--- config.mk ---
export PLATFORM = sky130hd
export DESIGN_NAME = k_way_merge
export DESIGN_NICKNAME = d
export VERILOG_FILES = /design/src/rtl/kwm_pkg.sv /design/src/rtl/k_way_merge.sv /design/src/rtl/kwm_ctrl.sv /design/src/rtl/kwm_datapath.sv
export SDC_FILE = /design/constraint.sdc
export NUM_CORES = 1
export LEC_CHECK = 0
export BUFFER_PORTS_ARGS = -buffer_cell sky130_fd_sc_hd__buf_2
export CAP_MARGIN = 25
export CORE_MARGIN = 2
export CORE_UTILIZATION = 40
export CTS_CLUSTER_DIAMETER = 50
export DETAILED_ROUTE_END_ITERATION = 10
export GPL_TIMING_DRIVEN = 0
export PLACE_DENSITY = 0.65
export SLEW_MARGIN = 40
export SYNTH_ARGS = -nofsm -noshare
export SYNTH_HDL_FRONTEND = slang
export SYNTH_HIERARCHICAL = 1
export SYNTH_SLANG_ARGS = --single-unit
--- constraint.sdc ---
create_clock -name clk -period 12.4 [get_ports clk]
set_input_delay 2.48 -clock clk [delete_from_list [all_inputs] [get_ports clk]]
set_output_delay 2.48 -clock clk [all_outputs]
set_load 0.02 [all_outputs]
--- src/rtl/kwm_pkg.sv ---
package kwm_pkg;

	localparam int NUM_SOURCES = 16;
	localparam int IDX_W = $clog2(NUM_SOURCES);
	// Counts up to the live limit; wide enough for the 5-bit register as well
	localparam int CNT_W = ($clog2(NUM_SOURCES + 1) > 5) ? $clog2(NUM_SOURCES + 1) : 5;
	// Live limit saturates at the source count and at the reach of the 4-bit source field
	localparam int LIM_MAX = (NUM_SOURCES < 16) ? NUM_SOURCES : 16;

	localparam int SRC_W = 4;
	localparam int VAL_W = 64;
	localparam int CFG_W = 5;
	localparam logic [CFG_W-1:0] CFG_RESET = 5'd16;

	typedef enum logic [1:0] {
		ST_IDLE,
		ST_CHECK,
		ST_SCAN,
		ST_EMIT
	} state_t;

	typedef struct packed {
		logic apply;
		logic scan_start;
		logic scan_step;
		logic emit;
	} cmd_t;

	typedef struct packed {
		logic done;
		logic any_await;
		logic scan_last;
		logic out_free;
	} status_t;

endpackage

--- src/rtl/k_way_merge.sv ---
// A word that completes a merge step gives its result through the CHECK, SCAN and EMIT
// states and the output register, and EMIT waits while the output is still held; the
// scan visits one head per cycle on a single 64-bit comparator. No new word is taken
// until the result is emitted, or until CHECK ends when another source awaits a refill.
// Reset (arst_n, asynchronous): all heads invalid, all sources awaiting refill,
// none ended, done cleared, cfg_q set to 16; head values stay undefined.
module k_way_merge (
	input  logic                               clk,
	input  logic                               arst_n,
	input  logic                               cfg_wr_en,
	input  logic [kwm_pkg::CFG_W-1:0]          cfg_wr_data,
	input  logic                               in_valid,
	output logic                               in_ready,
	input  logic [kwm_pkg::SRC_W-1:0]          source,
	input  logic signed [kwm_pkg::VAL_W-1:0]   value,
	input  logic                               at_end,
	output logic                               out_valid,
	input  logic                               out_ready,
	output logic signed [kwm_pkg::VAL_W-1:0]   value_res,
	output logic [kwm_pkg::SRC_W-1:0]          source_res,
	output logic                               merge_done
);
	import kwm_pkg::*;

	cmd_t             cmd;
	status_t          status;
	logic [CNT_W-1:0] live_lim;

	kwm_ctrl u_ctrl (
		.clk      (clk),
		.arst_n   (arst_n),
		.in_valid (in_valid),
		.in_ready (in_ready),
		.status   (status),
		.cmd      (cmd)
	);

	kwm_datapath u_dp (
		.clk         (clk),
		.arst_n      (arst_n),
		.cfg_wr_en   (cfg_wr_en),
		.cfg_wr_data (cfg_wr_data),
		.source      (source),
		.value       (value),
		.at_end      (at_end),
		.cmd         (cmd),
		.status      (status),
		.out_valid   (out_valid),
		.out_ready   (out_ready),
		.value_res   (value_res),
		.source_res  (source_res),
		.merge_done  (merge_done),
		.live_lim    (live_lim)
	);

	// done word carries zero payload
	a_done_zero: assert property (@(posedge clk) disable iff (!arst_n)
		out_valid && merge_done |-> value_res == '0 && source_res == '0)
		else $error("done word with non-zero payload");

	// a value word names a source below the live limit
	a_src_live: assert property (@(posedge clk) disable iff (!arst_n)
		out_valid && !merge_done |-> CNT_W'(source_res) < live_lim)
		else $error("result from a source beyond the live limit");

	// nothing follows the done word
	a_after_done: assert property (@(posedge clk) disable iff (!arst_n)
		out_valid && out_ready && merge_done |=> !out_valid)
		else $error("word emitted after done");

	// emit only when the output register is free
	a_emit_free: assert property (@(posedge clk) disable iff (!arst_n)
		cmd.emit |-> (!out_valid || out_ready))
		else $error("result overwritten before it was taken");

endmodule

--- src/rtl/kwm_ctrl.sv ---
module kwm_ctrl (
	input  logic             clk,
	input  logic             arst_n,
	input  logic             in_valid,
	output logic             in_ready,
	input  kwm_pkg::status_t status,
	output kwm_pkg::cmd_t    cmd
);
	import kwm_pkg::*;

	state_t state_q;
	state_t state_nxt;

	always_ff @(posedge clk or negedge arst_n) begin
		if (!arst_n) begin
			state_q <= ST_IDLE;
		end else begin
			state_q <= state_nxt;
		end
	end

	always_comb begin
		state_nxt = state_q;
		cmd       = '0;
		in_ready  = 1'b0;
		case (state_q)
			ST_IDLE: begin
				in_ready = 1'b1;
				if (in_valid) begin
					cmd.apply = 1'b1;
					// after done every word is dropped
					if (!status.done) begin
						state_nxt = ST_CHECK;
					end
				end
			end
			ST_CHECK: begin
				if (status.any_await) begin
					state_nxt = ST_IDLE;
				end else begin
					cmd.scan_start = 1'b1;
					state_nxt      = ST_SCAN;
				end
			end
			ST_SCAN: begin
				cmd.scan_step = 1'b1;
				if (status.scan_last) begin
					state_nxt = ST_EMIT;
				end
			end
			ST_EMIT: begin
				// hold until the output register can take the word
				if (status.out_free) begin
					cmd.emit  = 1'b1;
					state_nxt = ST_IDLE;
				end
			end
			default: begin
				state_nxt = ST_IDLE;
			end
		endcase
	end

endmodule

--- src/rtl/kwm_datapath.sv ---
module kwm_datapath (
	input  logic                               clk,
	input  logic                               arst_n,
	input  logic                               cfg_wr_en,
	input  logic [kwm_pkg::CFG_W-1:0]          cfg_wr_data,
	input  logic [kwm_pkg::SRC_W-1:0]          source,
	input  logic signed [kwm_pkg::VAL_W-1:0]   value,
	input  logic                               at_end,
	input  kwm_pkg::cmd_t                      cmd,
	output kwm_pkg::status_t                   status,
	output logic                               out_valid,
	input  logic                               out_ready,
	output logic signed [kwm_pkg::VAL_W-1:0]   value_res,
	output logic [kwm_pkg::SRC_W-1:0]          source_res,
	output logic                               merge_done,
	output logic [kwm_pkg::CNT_W-1:0]          live_lim
);
	import kwm_pkg::*;

	logic [VAL_W-1:0]       head_q [NUM_SOURCES];
	logic [NUM_SOURCES-1:0] valid_q;
	logic [NUM_SOURCES-1:0] await_q;
	logic [NUM_SOURCES-1:0] ended_q;
	logic                   done_q;
	logic [CFG_W-1:0]       cfg_q;

	logic [IDX_W-1:0]       scan_idx_q;
	logic                   found_q;
	logic [IDX_W-1:0]       best_idx_q;
	logic [VAL_W-1:0]       best_val_q;

	logic                   out_valid_q;
	logic [VAL_W-1:0]       out_val_q;
	logic [SRC_W-1:0]       out_src_q;
	logic                   out_done_q;

	logic [CNT_W-1:0]       cfg_ext;
	logic [CNT_W-1:0]       lim;
	logic [NUM_SOURCES-1:0] live;
	logic [CNT_W-1:0]       src_ext;
	logic [IDX_W-1:0]       src_idx;
	logic                   src_live;
	logic [VAL_W-1:0]       cur_val;
	logic                   take;

	assign cfg_ext = CNT_W'(cfg_q);
	assign lim     = (cfg_ext > CNT_W'(LIM_MAX)) ? CNT_W'(LIM_MAX) : cfg_ext;

	always_comb begin
		for (int i = 0; i < NUM_SOURCES; i++) begin
			live[i] = (CNT_W'(i) < lim) && !ended_q[i];
		end
	end

	assign src_ext  = CNT_W'(source);
	assign src_idx  = src_ext[IDX_W-1:0];
	// src_ext < lim keeps src_idx inside the array
	assign src_live = (src_ext < lim) && !ended_q[src_idx];

	// one shared comparator, one head per scan cycle
	assign cur_val = head_q[scan_idx_q];
	assign take    = live[scan_idx_q] && valid_q[scan_idx_q] &&
			 (!found_q || ($signed(cur_val) < $signed(best_val_q)));

	assign status.done      = done_q;
	assign status.any_await = |(live & await_q);
	assign status.scan_last = (scan_idx_q == IDX_W'(NUM_SOURCES - 1));
	assign status.out_free  = !out_valid_q || out_ready;

	always_ff @(posedge clk or negedge arst_n) begin
		if (!arst_n) begin
			valid_q     <= '0;
			await_q     <= '1;
			ended_q     <= '0;
			done_q      <= 1'b0;
			cfg_q       <= CFG_RESET;
			scan_idx_q  <= '0;
			found_q     <= 1'b0;
			out_valid_q <= 1'b0;
		end else begin
			if (cfg_wr_en) begin
				cfg_q <= cfg_wr_data;
			end
			if (cmd.apply && !done_q && src_live) begin
				if (at_end) begin
					ended_q[src_idx] <= 1'b1;
					valid_q[src_idx] <= 1'b0;
					await_q[src_idx] <= 1'b0;
				end else if (await_q[src_idx]) begin
					valid_q[src_idx] <= 1'b1;
					await_q[src_idx] <= 1'b0;
				end
			end
			if (cmd.scan_start) begin
				scan_idx_q <= '0;
				found_q    <= 1'b0;
			end else if (cmd.scan_step) begin
				scan_idx_q <= scan_idx_q + 1'b1;
				if (take) begin
					found_q <= 1'b1;
				end
			end
			if (cmd.emit) begin
				out_valid_q <= 1'b1;
				if (found_q) begin
					// winner must refill before the next merge step
					valid_q[best_idx_q] <= 1'b0;
					await_q[best_idx_q] <= 1'b1;
				end else begin
					done_q <= 1'b1;
				end
			end else if (out_ready) begin
				out_valid_q <= 1'b0;
			end
		end
	end

	always_ff @(posedge clk) begin
		if (cmd.apply && !done_q && src_live && !at_end && await_q[src_idx]) begin
			head_q[src_idx] <= value;
		end
		if (cmd.scan_step && take) begin
			best_idx_q <= scan_idx_q;
			best_val_q <= cur_val;
		end
		if (cmd.emit) begin
			if (found_q) begin
				out_val_q  <= best_val_q;
				out_src_q  <= SRC_W'(best_idx_q);
				out_done_q <= 1'b0;
			end else begin
				out_val_q  <= '0;
				out_src_q  <= '0;
				out_done_q <= 1'b1;
			end
		end
	end

	assign out_valid  = out_valid_q;
	assign value_res  = $signed(out_val_q);
	assign source_res = out_src_q;
	assign merge_done = out_done_q;
	assign live_lim   = lim;

endmodule
# After elaboration in Yosys (flattened, before gate mapping)
# Memory sizes are Yosys's and may differ from the RTL's.
# Cells that the tools add are included.
# totals
register_bits,199
ramBits,1024
in_bits,79
output_inout_bits,71
wordCells,163
n_memories,1
# op_classes
n_addsub,1
n_lt_le_gt_ge,24
eq_ne,8
muxes,47
bitwise_logic,10
reduce_logical,58
# mem_list
name,depth,word_bits,rd,rd_ports_with_merged_regs,wr,line_no,rtl
u_dp.head_q,16,64,1,0,1,kwm_datapath.sv:20,logic [VAL_W-1:0] head_q [NUM_SOURCES];
# ops
op,n
2-to-1 mux 16 bit,10
bitwise AND 16 bit,4
less-than comparator 64 bit,1
OR 16 bit,3
"less-than comparator 4 x 5 -> 1 bit, first input constant",8
inverter 16 bit,2
logical AND 1 bit,26
2-to-1 mux 1 bit,22
logical NOT 1 bit,21
"less-than comparator 3 x 5 -> 1 bit, first input constant",4
binary-select mux 1 bit (select 4 bit),4
OR reduction 16 bit,1
"less-than comparator 4 x 5 -> 1 bit, second input constant",3
"less-than comparator 1 x 5 -> 1 bit, first input constant",2
"less-than comparator 2 x 5 -> 1 bit, first input constant",2
2-to-1 mux 2 bit,5
demux 1 bit (select 4 bit),2
">= comparator 4 x 1 -> 1 bit, second input constant",2
2-to-1 mux 4 bit,2
"!= test 2 bit, second input constant",4
case mux 2 bit (4 select lines),1
AND reduction 2 bit,3
nonzero test 2 bit,3
"> comparator 5 bit, second input constant",1
other kinds (10),12

# Longest topological paths before layout
# logic_depth
word_depth,12
depth_mapped,14
ltp_nobuf,10

# Cells and area by module
# The synthesis kept the hierarchy.
# by_module_without_submodules
mod,n_inst,cells_each,area_each_um2,seq_area_each_um2
kwm_datapath,1,2217,47784.6,36386.1
kwm_ctrl,1,13,130.1,50.0

# Least setup slack after synthesis
# OpenSTA, ideal clock, no wires.
# synth_timing
path_kind,input port to flip-flop
startpoint,in source[0] (netlist bit)
endpoint,"mem u_dp.head_q[15][0], enable pin"
setup_ns,0.565
arrival_time_ns,8.940
t_required_ns,11.835
setup_slack_ns,2.894
cell_stages,8
path_buffers,2
path_cell_list,buf_2 > mux4_2 > mux4_2 > nor3b_2 > o21ai_2 > clkbuf_1 > or3_1 > nor3_1
# synth_between
elab_chain_cells,9
word_cells_on_any_way,12
cone_classes,order compare: 1; mux: 6; reduce/logical: 5
# synth_rtl
element,line_no,rtl
start: declaration,k_way_merge.sv:14,"input logic [kwm_pkg::SRC_W-1:0] source,"
binary-select mux 1 bit (select 4 bit),kwm_datapath.sv:58,assign src_live = (src_ext < lim) && !ended_q[src_idx];
2-to-1 mux 1 bit (not written as such),kwm_datapath.sv:58,
logical NOT 1 bit,kwm_datapath.sv:58,
logical AND 1 bit,kwm_datapath.sv:58,
logical AND 1 bit (3 in series),kwm_datapath.sv:119,if (cmd.apply && !done_q && src_live && !at_end && await_q[src_idx]) begin
2-to-1 mux 1 bit,kwm_datapath.sv:119,
2-to-1 mux 1 bit (not written as such),kwm_datapath.sv:120,head_q[src_idx] <= value;
end: declaration,kwm_datapath.sv:20,
# Parallel ways exist; a longest one is shown, timed or not. The select of a mux whose other input is x is not followed.

# Worst setup path after layout
# layout_timing
startpoint,reg u_dp.scan_idx_q[0]
endpoint,"reg u_dp.best_val_q[4], enable pin"
# layout_between
elab_chain_cells,5
word_cells_on_any_way,10
cone_classes,order compare: 1; mux: 4; reduce/logical: 4; memory: 1
# layout_rtl
element,line_no,rtl
start: declaration,kwm_datapath.sv:27,logic [IDX_W-1:0] scan_idx_q;
start signal: assignment,kwm_datapath.sv:98,scan_idx_q <= scan_idx_q + 1'b1;
memory read (16 x 64 bit),-,
net u_dp.cur_val[33],kwm_datapath.sv:43,logic [VAL_W-1:0] cur_val;
less-than comparator 64 bit,kwm_datapath.sv:63,(!found_q || ($signed(cur_val) < $signed(best_val_q)));
logical OR 1 bit,kwm_datapath.sv:63,
logical AND 1 bit,kwm_datapath.sv:62,assign take = live[scan_idx_q] && valid_q[scan_idx_q] &&
logical AND 1 bit,kwm_datapath.sv:122,if (cmd.scan_step && take) begin
end signal: assignment,kwm_datapath.sv:124,best_val_q <= cur_val;
end: declaration,kwm_datapath.sv:30,logic [VAL_W-1:0] best_val_q;
# The timed path passes the listed nets, and every way through them passes these cells. The select of a mux whose other input is x is not followed.
# A chain may end at the register's enable or synchronous reset.

==> results.cfg <==
[status]
status = complete, no violations

[route]
vias = 25022
wl_per_cell_um = 29.6
final_antenna_net_count = 0
wirelength_um = 129000
drt-initial-drc-count = 3192
first_pass_iters = 5
avgViaCountPerCell = 5.75
drcViolationCount = 0

[floorplan]
core_area_um2 = 118000
start_util_pct = 40.5
die_area_um2 = 123000
core.rowCount = 126
die_x_um = 350
die_height_um = 350
ioPinCount = 150

[setup_path]
cp-endpoint = u_dp/best_val_q[4]
slowest_stage = a221oi_1
critPathLaunch = u_dp/scan_idx_q[0]
end_kind = register
critPathKind = register to register
worstPathMaxFanout = 16
cp.depth = 17
arrival_ps = 7510
crit_path_start_kind = register
reg2reg_slack_ps = 5340
crit_buf_inv = 7
reg2regPathDepth = 17
regToRegEndpoint = u_dp/best_val_q[4]
rr_startpoint = u_dp/scan_idx_q[0]
path_cells = buf_2, clkbuf_2, clkbuf_2, buf_2, mux4_2, mux4_2, ha_1, a21oi_1, o21ai_0, a221oi_1, nor4_1, nor4_2, o21ai_0, nor2_4, buf_8, buf_16, buf_16
crit_family = buffers and inverters
slowest_delay_ps = 690
cp.required_ps = 12850

[finish]
fill_cells = 9479
nNetsFinal = 2787
utilization_pct = 48.3
seq_area_um2 = 36400
multi_input_area_um2 = 10900
area_delta_synth_final_pct = 19.4
layout-drive-gt1-share_pct = 33.9

[yosys]
synth_nets = 2371
ys_warn_count = 6
synthesis.area_um2 = 47900
syn_area_per_cell_um2 = 21.5
syn_inst = 2225

[global_routing]
grt_pass1_vias = 24862
antenna_found_initial = 33
grt_usage_pct = 21.2
overflow = 0
grt_first_pass_wirelength_um = 182000
grt_max_degree = 63

[sta]
tightest_slew_ps = 887
period_minus_slack_ps = 7060
finalCritPeriodShare_pct = 56.9
rsz0062_at_grt = false
relSlewSlack_pct = 40.8
finalSetupViolCount = 0
hold_viol = 0
max_freq_mhz = 142
skew_ps = 32.0
drv_slew = 0

[clocking]
cts_max_level = 4
cts_buffers = 130
cts_setup_buffers = 0
clk_latency_ps = 750
clock_path_buffers = 3
clk_pin_slew_ps = 60
cts_tree = done
cts_hold_buffers = 0
clockRootBuffer = clkbuf_16
cts_sinks = 1223
cts_resized = 0

[placement]
io_buffers = 147
dp_hpwl_um = 89600
place.gp.congestion = 0.877

[power_and_ir_drop]
p_per_area_nw_per_um2 = 189
fin_total_pwr_mw = 10.8
p_leak_nw = 19.1
ir_worst_vdd_v = 0.000137

[worst_hold_path]
min_path_type = register to register

[job]
max_cap_viol_count = 0
stage by stage:
step                hold slack (ps)  setup TNS [ps]  std cells  area (um2)  setup slack (ps)
floorplan                       423               0       2225       47900              2890
global placement                430        -1046140       3972       50600             -4270
detailed placement              431               0       4109       52900              4990
CTS                             445               0       4345       57100              5170
global route                    449               0       4348       57200              5110
finish                          443               0       4352       57200              5340
area by class of cell:
class,count,area share (%)
antenna,7,0.0306
buffer,101,0.827
clock buffer,156,5.90
clock inverter,80,1.43
inverter,87,0.571
multi-input combinational,814,19.0
sequential,1223,63.7
tap,1600,3.50
timing repair buffer,284,4.97
registers in the layout, indices dropped and copies added, names as in the netlist, named ones only:
register	flops
u_ctrl/state_q	1
u_dp/await_q	16
u_dp/best_idx_q	4
u_dp/best_val_q	64
u_dp/cfg_ext	5
u_dp/done_q	1
u_dp/ended_q	16
u_dp/found_q	1
u_dp/head_q	1024
u_dp/merge_done	1
u_dp/out_valid	1
u_dp/scan_idx_q	4
u_dp/source_res	4
u_dp/valid_q	16
u_dp/value_res	64
per-layer routing:
layer / track usage (%) / vias up / routed length [um]
li1: - / 10136 / -
met1: 29.6 / 13306 / 52000
met2: 33.8 / 1339 / 61700
met3: 4.19 / 225 / 11900
met4: 6.33 / 16 / 3050
met5: 0 / - / 84
where the power goes:
group / switching [mW] / internal, mW
registers: 0.0709 / 4.69
logic: 1.28 / 0.966
clock network: 1.62 / 2.16
placed cells by master, fill, tap and decap left out, types with 7 or more instances in the layout:
cell type / n
edfxtp_1: 1161
mux4_2: 330
buf_2: 196
clkbuf_16: 131
nor2_1: 102
inv_1: 87
ha_1: 67
clkbuf_1: 51
dfrtp_1: 45
clkbuf_2: 44
buf_16: 44
a21o_1: 35
nand2_1: 33
buf_4: 32
buf_8: 31
a21oi_1: 30
clkinv_1: 29
o21ai_0: 20
dfstp_2: 17
clkinv_2: 16
nor2_4: 13
nand2b_1: 12
nand3_1: 12
nand4_1: 12
a221oi_1: 11
or4_1: 10
nor3_1: 10
bufinv_16: 9
nor4_1: 9
and2_1: 8
or3_1: 8
diode_2: 7
clkinv_8: 7
inv_6: 7
a221oi_2: 7
buf_1: 7
worst min-delay path by stage:
stage | from | endpoint | slack [ps] | cells past startpoint
final | u_dp/scan_idx_q[2] | u_dp/best_idx_q[2] | 440 | 0
after global routing | u_dp/scan_idx_q[2] | u_dp/best_idx_q[2] | 450 | 0
after CTS | u_dp/scan_idx_q[2] | u_dp/best_idx_q[2] | 440 | 0
after detailed placement | u_dp/scan_idx_q[2] | u_dp/best_idx_q[2] | 430 | 0
after global placement | u_dp/scan_idx_q[2] | u_dp/best_idx_q[2] | 430 | 0
after floorplan | u_dp/scan_idx_q[2] | u_dp/best_idx_q[2] | 420 | 0
Note: power is estimated with default switching activity, not from simulation.
